===== src/ogf_pkg.sv =====
// ----------------------------------------------------------------------------
// ogf_pkg
// Shared widths, constants and types of the obstacle gradient force filter.
// ----------------------------------------------------------------------------
package ogf_pkg;

    localparam int COST_W  = 8;   // one cost cell, signed
    localparam int DIFF_W  = 7;   // saturated half difference, signed
    localparam int GAIN_W  = 16;  // Q8.8 gain, signed
    localparam int FORCE_W = 14;  // output force, signed Q6.8
    localparam int MAG_W   = 22;  // force magnitude before clamp, also root width
    localparam int PROD_W  = 44;  // multiplier product and squared magnitude
    localparam int NUM_W   = 36;  // rounded dividend
    localparam int REM_W   = 26;  // partial remainder of the iterative unit
    localparam int STEP_W  = 5;   // iteration counter

    localparam logic [STEP_W-1:0] DIV_MEAN_STEPS = STEP_W'(22);
    localparam logic [STEP_W-1:0] DIV_CLAMP_STEPS = STEP_W'(14);
    localparam logic [STEP_W-1:0] SQRT_STEPS = STEP_W'(22);

    localparam logic [FORCE_W-2:0] FORCE_CAP = 13'd7680;      // 30 N in Q8.8
    localparam logic [PROD_W-1:0]  FORCE_CAP_SQ = 44'd58982400;

    // register indexes of the write port
    localparam logic REG_WINDOW_LENGTH = 1'b0;
    localparam logic REG_OBSTACLE_GAIN = 1'b1;

    typedef enum logic {
        ITER_DIV,
        ITER_SQRT
    } t_iter_mode;

    typedef struct packed {
        logic              start;
        t_iter_mode        mode;
        logic [STEP_W-1:0] steps;
    } t_iter_req;

    typedef struct packed {
        logic             done;
        logic [MAG_W-1:0] result;
    } t_iter_rsp;

endpackage


===== src/ogf_in_if.sv =====
// ----------------------------------------------------------------------------
// ogf_in_if
// Input channel: one beat carries the four cost cells around the map center.
// ----------------------------------------------------------------------------
interface ogf_in_if;
    logic                                valid;
    logic                                ready;
    logic signed [ogf_pkg::COST_W-1:0]   cost_right;
    logic signed [ogf_pkg::COST_W-1:0]   cost_left;
    logic signed [ogf_pkg::COST_W-1:0]   cost_below;
    logic signed [ogf_pkg::COST_W-1:0]   cost_above;

    modport source (
        output valid, cost_right, cost_left, cost_below, cost_above,
        input  ready
    );
    modport sink (
        input  valid, cost_right, cost_left, cost_below, cost_above,
        output ready
    );
endinterface


===== src/ogf_out_if.sv =====
// ----------------------------------------------------------------------------
// ogf_out_if
// Output channel: one beat carries the filtered force and the clamp flag.
// ----------------------------------------------------------------------------
interface ogf_out_if;
    logic                                 valid;
    logic                                 ready;
    logic signed [ogf_pkg::FORCE_W-1:0]   force_x;
    logic signed [ogf_pkg::FORCE_W-1:0]   force_y;
    logic                                 was_clamped;

    modport source (
        output valid, force_x, force_y, was_clamped,
        input  ready
    );
    modport sink (
        input  valid, force_x, force_y, was_clamped,
        output ready
    );
endinterface


===== src/ogf_ram.sv =====
// ----------------------------------------------------------------------------
// ogf_ram
// Generic single-write, single-read RAM with registered read data.
// ----------------------------------------------------------------------------
module ogf_ram #(
    parameter int WIDTH = 14,
    parameter int DEPTH = 16
) (
    input  logic                                        i_clk,
    input  logic                                        i_we,
    input  logic [((DEPTH > 1) ? $clog2(DEPTH) : 1)-1:0] i_waddr,
    input  logic [WIDTH-1:0]                            i_wdata,
    input  logic [((DEPTH > 1) ? $clog2(DEPTH) : 1)-1:0] i_raddr,
    output logic [WIDTH-1:0]                            o_rdata
);
    logic [WIDTH-1:0] r_mem [DEPTH];
    logic [WIDTH-1:0] r_rdata;

    always_ff @(posedge i_clk) begin
        if (i_we) begin
            r_mem[i_waddr] <= i_wdata;
        end
        r_rdata <= r_mem[i_raddr];
    end

    assign o_rdata = r_rdata;
endmodule


===== src/ogf_iter.sv =====
// ----------------------------------------------------------------------------
// ogf_iter
// Shared iterative unit: restoring divide (one quotient bit per cycle) or
// integer square root (one root bit per cycle) on one compare-subtract.
// ----------------------------------------------------------------------------
module ogf_iter (
    input  logic                              i_clk,
    input  logic                              i_rst_n,
    input  ogf_pkg::t_iter_req                i_req,
    input  logic [ogf_pkg::REM_W-1:0]         i_rem_init,
    input  logic [ogf_pkg::PROD_W-1:0]        i_bits,
    input  logic [ogf_pkg::MAG_W-1:0]         i_den,
    output ogf_pkg::t_iter_rsp                o_rsp
);
    localparam int RemW  = ogf_pkg::REM_W;
    localparam int BitsW = ogf_pkg::PROD_W;
    localparam int MagW  = ogf_pkg::MAG_W;

    logic                          r_busy;
    logic                          r_done;
    logic [ogf_pkg::STEP_W-1:0]    r_cnt;
    ogf_pkg::t_iter_mode           r_mode;
    logic [RemW-1:0]               r_rem;
    logic [BitsW-1:0]              r_bits;
    logic [MagW-1:0]               r_den;
    logic [MagW-1:0]               r_q;

    logic [RemW-1:0]               cand;
    logic [RemW-1:0]               sub_b;
    logic [RemW:0]                 diff;
    logic                          ge;

    // sqrt brings down two bits against trial {root, 01}; divide one bit
    always_comb begin
        if (r_mode == ogf_pkg::ITER_SQRT) begin
            cand  = {r_rem[RemW-3:0], r_bits[BitsW-1 -: 2]};
            sub_b = {{(RemW-MagW-2){1'b0}}, r_q, 2'b01};
        end else begin
            cand  = {r_rem[RemW-2:0], r_bits[BitsW-1]};
            sub_b = {{(RemW-MagW){1'b0}}, r_den};
        end
        diff = {1'b0, cand} - {1'b0, sub_b};
        ge   = ~diff[RemW];
    end

    always_ff @(posedge i_clk) begin
        if (!i_rst_n) begin
            r_busy <= 1'b0;
            r_done <= 1'b0;
            r_cnt  <= '0;
        end else begin
            r_done <= 1'b0;
            if (i_req.start) begin
                r_busy <= 1'b1;
                r_cnt  <= i_req.steps;
            end else if (r_busy) begin
                r_cnt <= r_cnt - 1'b1;
                if (r_cnt == ogf_pkg::STEP_W'(1)) begin
                    r_busy <= 1'b0;
                    r_done <= 1'b1;
                end
            end
        end
    end

    always_ff @(posedge i_clk) begin
        if (i_req.start) begin
            r_mode <= i_req.mode;
            r_rem  <= i_rem_init;
            r_bits <= i_bits;
            r_den  <= i_den;
            r_q    <= '0;
        end else if (r_busy) begin
            r_rem <= ge ? diff[RemW-1:0] : cand;
            r_q   <= {r_q[MagW-2:0], ge};
            if (r_mode == ogf_pkg::ITER_SQRT) begin
                r_bits <= {r_bits[BitsW-3:0], 2'b00};
            end else begin
                r_bits <= {r_bits[BitsW-2:0], 1'b0};
            end
        end
    end

    assign o_rsp.done   = r_done;
    assign o_rsp.result = r_q;
endmodule


===== src/obstacle_gradient_force_filter_core.sv =====
// ----------------------------------------------------------------------------
// obstacle_gradient_force_filter_core
// Each input beat runs two mean divides on the shared divide/sqrt unit;
// when the clamp applies, a root and two clamp divides follow. A new input
// beat is taken only in S_IDLE, after the previous result has gone to the
// output register, so a stalled output holds the core. Synchronous active-low reset
// sets window_length to 1, obstacle_gain to 1.0 and empties both windows.
// Window RAM contents are never cleared; only slots written since the last
// clear are read back.
// ----------------------------------------------------------------------------
module obstacle_gradient_force_filter_core #(
    parameter int WINDOW_MAX = 16
) (
    input  logic                            i_clk,
    input  logic                            i_rst_n,
    ogf_in_if.sink                          i_in,
    ogf_out_if.source                       o_out,
    input  logic                            i_cfg_we,
    input  logic                            i_cfg_addr,
    input  logic [ogf_pkg::GAIN_W-1:0]      i_cfg_wdata
);
    localparam int AW    = (WINDOW_MAX > 1) ? $clog2(WINDOW_MAX) : 1;
    localparam int CW    = $clog2(WINDOW_MAX + 1);
    localparam int SW    = ogf_pkg::DIFF_W + $clog2(WINDOW_MAX);
    localparam int DW    = ogf_pkg::DIFF_W;
    localparam int MagW  = ogf_pkg::MAG_W;
    localparam int ProdW = ogf_pkg::PROD_W;
    localparam int NumW  = ogf_pkg::NUM_W;
    localparam int RemW  = ogf_pkg::REM_W;
    localparam int FW    = ogf_pkg::FORCE_W;
    localparam int GW    = ogf_pkg::GAIN_W;
    localparam int MeanQ = 22;   // quotient bits of the mean divide
    localparam int ClampQ = 14;  // quotient bits of the clamp divide

    typedef enum logic [4:0] {
        S_IDLE,   // waiting for an input beat
        S_UPD,    // window and running sums update
        S_MULX,   // |sum_x| * |gain|
        S_DVX,    // launch mean divide x
        S_WDX,
        S_MULY,
        S_DVY,
        S_WDY,
        S_SQX,    // fx^2
        S_SQY,    // fy^2
        S_SUM,    // fx^2 + fy^2
        S_CMP,    // clamp check, launch root
        S_WSQ,
        S_MCX,    // |fx| * cap
        S_DCX,
        S_WCX,
        S_MCY,
        S_DCY,
        S_WCY,
        S_OUT     // hand result to the output register
    } t_state;

    t_state                     r_state;
    logic [CW-1:0]              r_len;
    logic signed [GW-1:0]       r_gain;
    logic [AW-1:0]              r_slot;
    logic [CW-1:0]              r_count;
    logic signed [SW-1:0]       r_sum_x;
    logic signed [SW-1:0]       r_sum_y;
    logic signed [DW-1:0]       r_dx;
    logic signed [DW-1:0]       r_dy;
    logic [ProdW-1:0]           r_prod;
    logic [ProdW-1:0]           r_m2;
    logic [MagW-1:0]            r_fx_mag;
    logic [MagW-1:0]            r_fy_mag;
    logic                       r_fx_neg;
    logic                       r_fy_neg;
    logic [MagW-1:0]            r_mag;
    logic                       r_clamp;
    logic                       r_out_valid;
    logic signed [FW-1:0]       r_out_fx;
    logic signed [FW-1:0]       r_out_fy;
    logic                       r_out_clamp;

    // iterative unit request, registered
    ogf_pkg::t_iter_req         r_req;
    logic [RemW-1:0]            r_rem_init;
    logic [ProdW-1:0]           r_bits;
    logic [MagW-1:0]            r_den;
    ogf_pkg::t_iter_rsp         iter_rsp;

    logic [2*DW-1:0]            ram_rdata;
    logic                       ram_we;
    logic signed [DW-1:0]       old_x;
    logic signed [DW-1:0]       old_y;

    logic                       win_full;
    logic signed [SW:0]         n_sum_x;
    logic signed [SW:0]         n_sum_y;
    logic [SW-1:0]              sum_x_abs;
    logic [SW-1:0]              sum_y_abs;
    logic [GW-1:0]              gain_abs;
    logic [MagW-1:0]            mul_a;
    logic [MagW-1:0]            mul_b;
    logic [ProdW-1:0]           mul_p;
    logic [NumW-1:0]            div_add;
    logic [NumW-1:0]            div_num;
    logic [MagW-1:0]            clamp_q;
    logic [4:0]                 cfg_len5;
    logic [CW-1:0]              cfg_len;
    logic                       in_beat;

    // -(after - before) / 2, truncated toward zero, saturated to 7 bits
    function automatic logic signed [DW-1:0] half_diff(
        input logic signed [ogf_pkg::COST_W-1:0] after_c,
        input logic signed [ogf_pkg::COST_W-1:0] before_c
    );
        logic signed [ogf_pkg::COST_W:0] d;
        logic signed [ogf_pkg::COST_W:0] h;
        logic signed [ogf_pkg::COST_W:0] n;
        d = {after_c[ogf_pkg::COST_W-1], after_c} - {before_c[ogf_pkg::COST_W-1], before_c};
        h = d[ogf_pkg::COST_W] ? ((d + 9'sd1) >>> 1) : (d >>> 1);
        n = -h;
        if (n > 9'sd63) begin
            half_diff = 7'sd63;
        end else if (n < -9'sd64) begin
            half_diff = -7'sd64;
        end else begin
            half_diff = n[DW-1:0];
        end
    endfunction

    ogf_ram #(
        .WIDTH (2 * DW),
        .DEPTH (WINDOW_MAX)
    ) u_window (
        .i_clk   (i_clk),
        .i_we    (ram_we),
        .i_waddr (r_slot),
        .i_wdata ({r_dx, r_dy}),
        .i_raddr (r_slot),
        .o_rdata (ram_rdata)
    );

    ogf_iter u_iter (
        .i_clk      (i_clk),
        .i_rst_n    (i_rst_n),
        .i_req      (r_req),
        .i_rem_init (r_rem_init),
        .i_bits     (r_bits),
        .i_den      (r_den),
        .o_rsp      (iter_rsp)
    );

    assign in_beat = i_in.valid && i_in.ready;
    assign ram_we  = (r_state == S_UPD);
    assign old_x   = ram_rdata[2*DW-1:DW];
    assign old_y   = ram_rdata[DW-1:0];

    // window update: drop the oldest sample once the window is full
    always_comb begin
        win_full = (r_count == r_len);
        n_sum_x  = {r_sum_x[SW-1], r_sum_x} + (SW+1)'(r_dx);
        n_sum_y  = {r_sum_y[SW-1], r_sum_y} + (SW+1)'(r_dy);
        if (win_full) begin
            n_sum_x = n_sum_x - (SW+1)'(old_x);
            n_sum_y = n_sum_y - (SW+1)'(old_y);
        end
    end

    assign sum_x_abs = r_sum_x[SW-1] ? SW'(-r_sum_x) : SW'(r_sum_x);
    assign sum_y_abs = r_sum_y[SW-1] ? SW'(-r_sum_y) : SW'(r_sum_y);
    assign gain_abs  = r_gain[GW-1] ? GW'(-r_gain) : GW'(r_gain);

    // shared multiplier operand select
    always_comb begin
        unique case (r_state)
            S_MULX: begin
                mul_a = MagW'(sum_x_abs);
                mul_b = MagW'(gain_abs);
            end
            S_MULY: begin
                mul_a = MagW'(sum_y_abs);
                mul_b = MagW'(gain_abs);
            end
            S_SQX: begin
                mul_a = r_fx_mag;
                mul_b = r_fx_mag;
            end
            S_SQY: begin
                mul_a = r_fy_mag;
                mul_b = r_fy_mag;
            end
            S_MCX: begin
                mul_a = r_fx_mag;
                mul_b = MagW'(ogf_pkg::FORCE_CAP);
            end
            S_MCY: begin
                mul_a = r_fy_mag;
                mul_b = MagW'(ogf_pkg::FORCE_CAP);
            end
            default: begin
                mul_a = '0;
                mul_b = '0;
            end
        endcase
    end

    assign mul_p = mul_a * mul_b;

    // round half away from zero: add half the divisor to the magnitude
    assign div_add = ((r_state == S_DCX) || (r_state == S_DCY))
                   ? NumW'(r_mag >> 1) : NumW'(r_count >> 1);
    assign div_num = r_prod[NumW-1:0] + div_add;

    assign clamp_q = (iter_rsp.result > MagW'(ogf_pkg::FORCE_CAP))
                   ? MagW'(ogf_pkg::FORCE_CAP) : iter_rsp.result;

    // window_length: zero reads as 1, above the store depth saturates
    always_comb begin
        cfg_len5 = i_cfg_wdata[4:0];
        if (cfg_len5 == 5'd0) begin
            cfg_len = CW'(1);
        end else if (int'(cfg_len5) > WINDOW_MAX) begin
            cfg_len = CW'(WINDOW_MAX);
        end else begin
            cfg_len = CW'(cfg_len5);
        end
    end

    always_ff @(posedge i_clk) begin
        if (!i_rst_n) begin
            r_state     <= S_IDLE;
            r_len       <= CW'(1);
            r_gain      <= 16'sd256;
            r_slot      <= '0;
            r_count     <= '0;
            r_sum_x     <= '0;
            r_sum_y     <= '0;
            r_out_valid <= 1'b0;
            r_req       <= '0;
            r_clamp     <= 1'b0;
        end else begin
            r_req.start <= 1'b0;
            if (r_out_valid && o_out.ready) begin
                r_out_valid <= 1'b0;
            end

            if (i_cfg_we) begin
                unique case (i_cfg_addr)
                    ogf_pkg::REG_WINDOW_LENGTH: begin
                        r_len   <= cfg_len;
                        r_slot  <= '0;
                        r_count <= '0;
                        r_sum_x <= '0;
                        r_sum_y <= '0;
                    end
                    ogf_pkg::REG_OBSTACLE_GAIN: begin
                        r_gain <= i_cfg_wdata;
                    end
                    default: ;
                endcase
            end

            unique case (r_state)
                S_IDLE: begin
                    if (in_beat) begin
                        r_dx    <= half_diff(i_in.cost_right, i_in.cost_left);
                        r_dy    <= half_diff(i_in.cost_below, i_in.cost_above);
                        r_state <= S_UPD;
                    end
                end
                S_UPD: begin
                    r_sum_x <= n_sum_x[SW-1:0];
                    r_sum_y <= n_sum_y[SW-1:0];
                    if (!win_full) begin
                        r_count <= r_count + 1'b1;
                    end
                    if (CW'(r_slot) == r_len - 1'b1) begin
                        r_slot <= '0;
                    end else begin
                        r_slot <= r_slot + 1'b1;
                    end
                    r_state <= S_MULX;
                end
                S_MULX: begin
                    r_prod  <= mul_p;
                    r_state <= S_DVX;
                end
                S_DVX, S_DVY: begin
                    r_req.start <= 1'b1;
                    r_req.mode  <= ogf_pkg::ITER_DIV;
                    r_req.steps <= ogf_pkg::DIV_MEAN_STEPS;
                    r_rem_init  <= RemW'(div_num[NumW-1:MeanQ]);
                    r_bits      <= {div_num[MeanQ-1:0], {(ProdW-MeanQ){1'b0}}};
                    r_den       <= MagW'(r_count);
                    r_state     <= (r_state == S_DVX) ? S_WDX : S_WDY;
                end
                S_WDX: begin
                    if (iter_rsp.done) begin
                        r_fx_mag <= iter_rsp.result;
                        r_fx_neg <= r_sum_x[SW-1] ^ r_gain[GW-1];
                        r_state  <= S_MULY;
                    end
                end
                S_MULY: begin
                    r_prod  <= mul_p;
                    r_state <= S_DVY;
                end
                S_WDY: begin
                    if (iter_rsp.done) begin
                        r_fy_mag <= iter_rsp.result;
                        r_fy_neg <= r_sum_y[SW-1] ^ r_gain[GW-1];
                        r_state  <= S_SQX;
                    end
                end
                S_SQX: begin
                    r_prod  <= mul_p;
                    r_state <= S_SQY;
                end
                S_SQY: begin
                    r_m2    <= r_prod;
                    r_prod  <= mul_p;
                    r_state <= S_SUM;
                end
                S_SUM: begin
                    r_m2    <= r_m2 + r_prod;
                    r_state <= S_CMP;
                end
                S_CMP: begin
                    if (r_m2 > ogf_pkg::FORCE_CAP_SQ) begin
                        r_clamp     <= 1'b1;
                        r_req.start <= 1'b1;
                        r_req.mode  <= ogf_pkg::ITER_SQRT;
                        r_req.steps <= ogf_pkg::SQRT_STEPS;
                        r_rem_init  <= '0;
                        r_bits      <= r_m2;
                        r_den       <= '0;
                        r_state     <= S_WSQ;
                    end else begin
                        r_clamp <= 1'b0;
                        r_state <= S_OUT;
                    end
                end
                S_WSQ: begin
                    if (iter_rsp.done) begin
                        r_mag   <= iter_rsp.result;
                        r_state <= S_MCX;
                    end
                end
                S_MCX: begin
                    r_prod  <= mul_p;
                    r_state <= S_DCX;
                end
                // quotient stays below 2^14 since |f| <= mag, so the top
                // dividend bits preload the remainder
                S_DCX, S_DCY: begin
                    r_req.start <= 1'b1;
                    r_req.mode  <= ogf_pkg::ITER_DIV;
                    r_req.steps <= ogf_pkg::DIV_CLAMP_STEPS;
                    r_rem_init  <= RemW'(div_num[NumW-1:ClampQ]);
                    r_bits      <= {div_num[ClampQ-1:0], {(ProdW-ClampQ){1'b0}}};
                    r_den       <= r_mag;
                    r_state     <= (r_state == S_DCX) ? S_WCX : S_WCY;
                end
                S_WCX: begin
                    if (iter_rsp.done) begin
                        r_fx_mag <= clamp_q;
                        r_state  <= S_MCY;
                    end
                end
                S_MCY: begin
                    r_prod  <= mul_p;
                    r_state <= S_DCY;
                end
                S_WCY: begin
                    if (iter_rsp.done) begin
                        r_fy_mag <= clamp_q;
                        r_state  <= S_OUT;
                    end
                end
                S_OUT: begin
                    // magnitudes are at most 7680 here
                    if (!r_out_valid || o_out.ready) begin
                        r_out_valid <= 1'b1;
                        r_out_fx    <= r_fx_neg ? -{1'b0, r_fx_mag[FW-2:0]}
                                                : {1'b0, r_fx_mag[FW-2:0]};
                        r_out_fy    <= r_fy_neg ? -{1'b0, r_fy_mag[FW-2:0]}
                                                : {1'b0, r_fy_mag[FW-2:0]};
                        r_out_clamp <= r_clamp;
                        r_state     <= S_IDLE;
                    end
                end
                default: r_state <= S_IDLE;
            endcase
        end
    end

    assign i_in.ready        = (r_state == S_IDLE);
    assign o_out.valid       = r_out_valid;
    assign o_out.force_x     = r_out_fx;
    assign o_out.force_y     = r_out_fy;
    assign o_out.was_clamped = r_out_clamp;
endmodule

===== src/flat_wrapper.sv =====
// flat-port wrapper written by rule: the top's interface ports become plain ports
module obstacle_gradient_force_filter_core_flat 
#(
    parameter int WINDOW_MAX = 16
)
  (i_clk, i_rst_n, i_cfg_we, i_cfg_addr, i_cfg_wdata, i_in_valid, i_in_cost_right, i_in_cost_left, i_in_cost_below, i_in_cost_above, i_in_ready, o_out_valid, o_out_force_x, o_out_force_y, o_out_was_clamped, o_out_ready);
  ogf_in_if i_in_i ();
  ogf_out_if o_out_i ();
  input  logic i_clk;
  input  logic i_rst_n;
  input  logic i_cfg_we;
  input  logic i_cfg_addr;
  input  logic [ogf_pkg::GAIN_W-1:0] i_cfg_wdata;
  input wire logic [$bits(i_in_i.valid)-1:0] i_in_valid;
  input wire logic [$bits(i_in_i.cost_right)-1:0] i_in_cost_right;
  input wire logic [$bits(i_in_i.cost_left)-1:0] i_in_cost_left;
  input wire logic [$bits(i_in_i.cost_below)-1:0] i_in_cost_below;
  input wire logic [$bits(i_in_i.cost_above)-1:0] i_in_cost_above;
  output wire logic [$bits(i_in_i.ready)-1:0] i_in_ready;
  output wire logic [$bits(o_out_i.valid)-1:0] o_out_valid;
  output wire logic [$bits(o_out_i.force_x)-1:0] o_out_force_x;
  output wire logic [$bits(o_out_i.force_y)-1:0] o_out_force_y;
  output wire logic [$bits(o_out_i.was_clamped)-1:0] o_out_was_clamped;
  input wire logic [$bits(o_out_i.ready)-1:0] o_out_ready;
  assign i_in_i.valid = i_in_valid;
  assign i_in_i.cost_right = i_in_cost_right;
  assign i_in_i.cost_left = i_in_cost_left;
  assign i_in_i.cost_below = i_in_cost_below;
  assign i_in_i.cost_above = i_in_cost_above;
  assign i_in_ready = i_in_i.ready;
  assign o_out_valid = o_out_i.valid;
  assign o_out_force_x = o_out_i.force_x;
  assign o_out_force_y = o_out_i.force_y;
  assign o_out_was_clamped = o_out_i.was_clamped;
  assign o_out_i.ready = o_out_ready;
  obstacle_gradient_force_filter_core #(.WINDOW_MAX(WINDOW_MAX)) u_core (.i_clk(i_clk), .i_rst_n(i_rst_n), .i_in(i_in_i), .o_out(o_out_i), .i_cfg_we(i_cfg_we), .i_cfg_addr(i_cfg_addr), .i_cfg_wdata(i_cfg_wdata));
endmodule

===== config.mk =====
export PLATFORM = sky130hd
export DESIGN_NAME = obstacle_gradient_force_filter_core_flat
export DESIGN_NICKNAME = d
export VERILOG_FILES = /design/src/ogf_pkg.sv /design/src/ogf_in_if.sv /design/src/ogf_out_if.sv /design/src/ogf_ram.sv /design/src/ogf_iter.sv /design/src/obstacle_gradient_force_filter_core.sv /design/src/flat_wrapper.sv
export SDC_FILE = /design/constraint.sdc
export NUM_CORES = 2
export LEC_CHECK = 0
export BUFFER_PORTS_ARGS = -buffer_cell sky130_fd_sc_hd__buf_4
export CAP_MARGIN = 20
export CORE_AREA = 2 2 453 343
export DETAILED_ROUTE_END_ITERATION = 12
export DIE_AREA = 0 0 455 345
export MAX_ROUTING_LAYER = met4
export PLACE_DENSITY_LB_ADDON = 0.1
export SLEW_MARGIN = 15
export SYNTH_ARGS = -nofsm -noshare
export SYNTH_HDL_FRONTEND = slang
export SYNTH_SLANG_ARGS = --single-unit

===== constraint.sdc =====
create_clock -name i_clk -period 12.3 [get_ports i_clk]
set_input_delay 0.615 -clock i_clk [delete_from_list [all_inputs] [get_ports i_clk]]
set_output_delay 0.615 -clock i_clk [all_outputs]
set_load 0.005 [all_outputs]

==> results_dict.tcl <==
set metrics [dict create \
    outcome "complete, no violations" \
    drc_errors 0 \
    setup-tns-final_ns 0 \
    slew_violations 0 \
    critPathMaxFanout 18 \
    die_area_um2 157000 \
    worst_pin_slew_ns 1.27 \
    slew_headroom_pct 15.6 \
    cts_tree "done" \
    clk_latency_ns 0.70 \
    grt_antenna_before_repair 14 \
    setup_viol 0 \
    finClkSkew_ns 0.0398 \
    finalCritPeriodShare_pct 84.8 \
    pin_count 85 \
    min_path_type "input port to flop" \
    min-delay-start "i_cfg_wdata[8]" \
    cpLargestDelayFamily "adder cells" \
    ys_ff_latch 710 \
    cpPeakStageDelay_ns 1.01 \
    setup_slack_ns 1.87 \
    r2r-start "u_core.r_state[0]$_SDFFE_PN0P_" \
    place.gp.congestion 0.938 \
    fmax_mhz 95.9 \
    drive_gt1_share_pct 9.36 \
    rows 125 \
    synth_edf_count 603 \
    min_delay_path_depth 3 \
    cts_buffers 80 \
    reg2reg_depth 29 \
    p_leak_nw 24.3 \
    synth_flop_cell "edfxtp_1" \
    grt_pass1_wl_mm 257 \
    final_cells 7228 \
    clock_sinks 710 \
    vias 38070 \
    rsz0062_at_grt "no" \
    endpoint_kind "flop" \
    critPathSlowestCell "clkinv_1" \
    grt_pass1_vias 37069 \
    r2r_end "u_core.r_prod[43]$_DFFE_PP_" \
    grt_max_degree 89 \
    r2r_slack_ns 1.87 \
    fin_area_um2 59300 \
    postRouteAntennaNets 0 \
    num-nets-final 5905 \
    power_density_nw_per_um2 113 \
    hold_violations 0 \
    worst-setup-path-type "flop to flop" \
    vias_per_cell 5.27 \
    cp-start-kind "flop" \
    worst_path_most_repeated_cell "fa_1" \
    gr-total-overflow 0 \
    ys.warnings.count 0 \
    wl_mm 173 \
    post-place-ws_ns 2.02 \
    cts-root-buf "clkbuf_16" \
    place_hpwl_mm 134 \
    syn_to_final_growth_pct 11.6 \
    drt_pass1_iterations 6 \
    syn_inst 5054 \
    ff_latch_area_um2 20300 \
    synth_nets 5836 \
    die_h_um 345 \
    dpl_cell_area_um2 56400 \
    critPathArrivalTime_ns 10.87 \
    die_w_um 455 \
    core-area_um2 153000 \
    layout_min_cycle_time_ns 10.43 \
    port-buffer-count 84 \
    cts_resized 0 \
    syn_area_per_cell_um2 10.5 \
    routedWlPerCell_um 24.0 \
    vdd_drop_max_v 0.0000883 \
    min_to "u_core.r_gain[8]$_SDFFE_PN1P_" \
    synthArstFlopShare_pct 0 \
    cap_violations 0 \
    synth_cell_type_count 93 \
    grt_use_total_pct 22.7 \
    cp.required_ns 12.73 \
    fill_cells 15032 \
    start_util_pct 34.7 \
    dp.cells 7069 \
    ys_seq_area_share_pct 38.1 \
    syn_area_um2 53100 \
    cts_buffer_depth 3 \
    postCtsSetupRepairBufs 0 \
    multi_input_area_um2 29800 \
    htree_levels 3 \
    cts-hold-fix-buffers 0 \
    cp_num_buf_inv 7 \
    cts.clk_slew.worst_paths_ns 0.06 \
    drtIter0Drc 3657 \
]
[per-stage QoR]
step,util (%),total power [W],hold WS (ns)
floorplan,-,0.00372,0.400
global placement,36.8,0.00410,0.402
detailed placement,36.8,0.00410,0.405
CTS,38.7,0.00675,0.0874
global route,38.7,0.00698,0.120
finish,38.7,0.00667,0.147
[synth_stat cells (46+ instances only)]
library cell,count,share of area [%]
inv_1,638,4.5
edfxtp_1,603,34
nand2_1,590,4.2
fa_1,406,15
nor2_1,341,2.4
ha_1,322,7.6
a21oi_1,211,2.0
o21ai_0,210,2.0
clkbuf_1,152,1.1
xnor2_1,144,2.4
dfxtp_1,107,4.0
mux2i_1,106,2.0
xor2_1,105,1.7
and2_1,99,1.2
a21o_1,73,1.0
mux4_2,70,3.0
nand3_1,69,0.65
nor3_1,68,0.64
nand2b_1,52,0.61
nor2b_1,47,0.55
a22oi_1,46,0.65
[per-layer routing]
layer | wire length (um) | share of wire, % | GRT usage, %
met5 | 0 | 0 | -
met4 | 4420 | 2.6 | 5.32
met3 | 13400 | 7.7 | 4.19
met2 | 69700 | 40 | 30.2
met1 | 86000 | 50 | 35.1
[where the power goes]
part | total, W | switching, W | internal (W) | leakage [nW]
combinational | 0.00117 | 0.000692 | 0.000481 | 16.6
clock | 0.00261 | 0.00108 | 0.00154 | 1.38
sequential | 0.00288 | 0.000146 | 0.00274 | 6.37
[kinds of logic (layout without fill, tap and decap cells)]
logic type,after synthesis,after routing,share of synthesized area (%)
AO/OA/AOI/OAI,866,866,10.6
XOR/XNOR,250,250,4.15
adder cells (fa/ha/maj),728,728,22.9
buffers and inverters,843,979,6.02
flip-flops,710,710,38.1
multiplexers,208,208,5.65
other,0,6,0
AND/OR/NAND/NOR,1449,1449,12.6
[area by class of cell]
type,instances,share of cell area (%)
clock inverter,41,0.935
sequential,710,34.2
clock buffer,108,3.88
inverter,645,4.09
multi-input combinational,3501,50.3
antenna,6,0.0253
tap,2032,4.29
timing repair buffer,185,2.34
[worst register-to-register path, delay by kind of cell, from the launching register on]
| family | cells | cell delay (ns) |
|---|---|---|
| xor gates and xnor gates | 1 | 0.13 |
| AOI/OAI and AO/OA | 8 | 2.58 |
| DFF | 1 | 0.71 |
| and+or+nand+nor | 5 | 1.28 |
| adders and majority gates | 8 | 3.93 |
| buffers and inverters | 7 | 1.52 |
[how the worst max path moves through the flow]
stage          cells past startpoint                      startpoint                     endpoint  slack [ns]
2_1_floorplan                     35  u_core.r_state[4]$_SDFFE_PN0P_  u_core.r_prod[43]$_DFFE_PP_        3.71
4_1_cts                           28  u_core.r_state[0]$_SDFFE_PN0P_  u_core.r_prod[43]$_DFFE_PP_        1.99
5_1_grt                           29  u_core.r_state[4]$_SDFFE_PN0P_  u_core.r_prod[40]$_DFFE_PP_        1.46
3_3_place_gp                      27  u_core.r_state[4]$_SDFFE_PN0P_  u_core.r_prod[40]$_DFFE_PP_        2.07
6_report                          29  u_core.r_state[0]$_SDFFE_PN0P_  u_core.r_prod[43]$_DFFE_PP_        1.87
3_5_place_dp                      28  u_core.r_state[0]$_SDFFE_PN0P_  u_core.r_prod[43]$_DFFE_PP_        2.02
[sequential cells by signal, indices dropped and copies added (netlist names), 25 cells and up]
name and cells:
u_core.r_bits 44, u_core.r_m2 44, u_core.r_prod 44, u_core.u_iter.r_bits 44
u_core.u_iter.r_rem 25, u_core.u_window.r_mem 224
[placed cells by master (no fill, tap or decap), drive strengths merged, types with 18 or more instances in the layout]
master,count
inv,643
edfxtp,603
nand2,590
fa,406
nor2,342
ha,322
o21ai,226
a21oi,213
buf,185
xnor2,144
clkbuf,108
dfxtp,107
mux2i,106
xor2,105
and2,100
a21o,73
mux4,70
nand3,70
nor3,69
nand2b,52
nor2b,47
a22oi,46
and3,44
mux2,32
a31oi,29
clkinv,27
o21a,26
o31ai,26
o211ai,26
or3,25
nand4,25
o21bai,23
nor4,23
a211oi,22
a22o,20
a221o,18
Power figures use the tool's default switching activity.
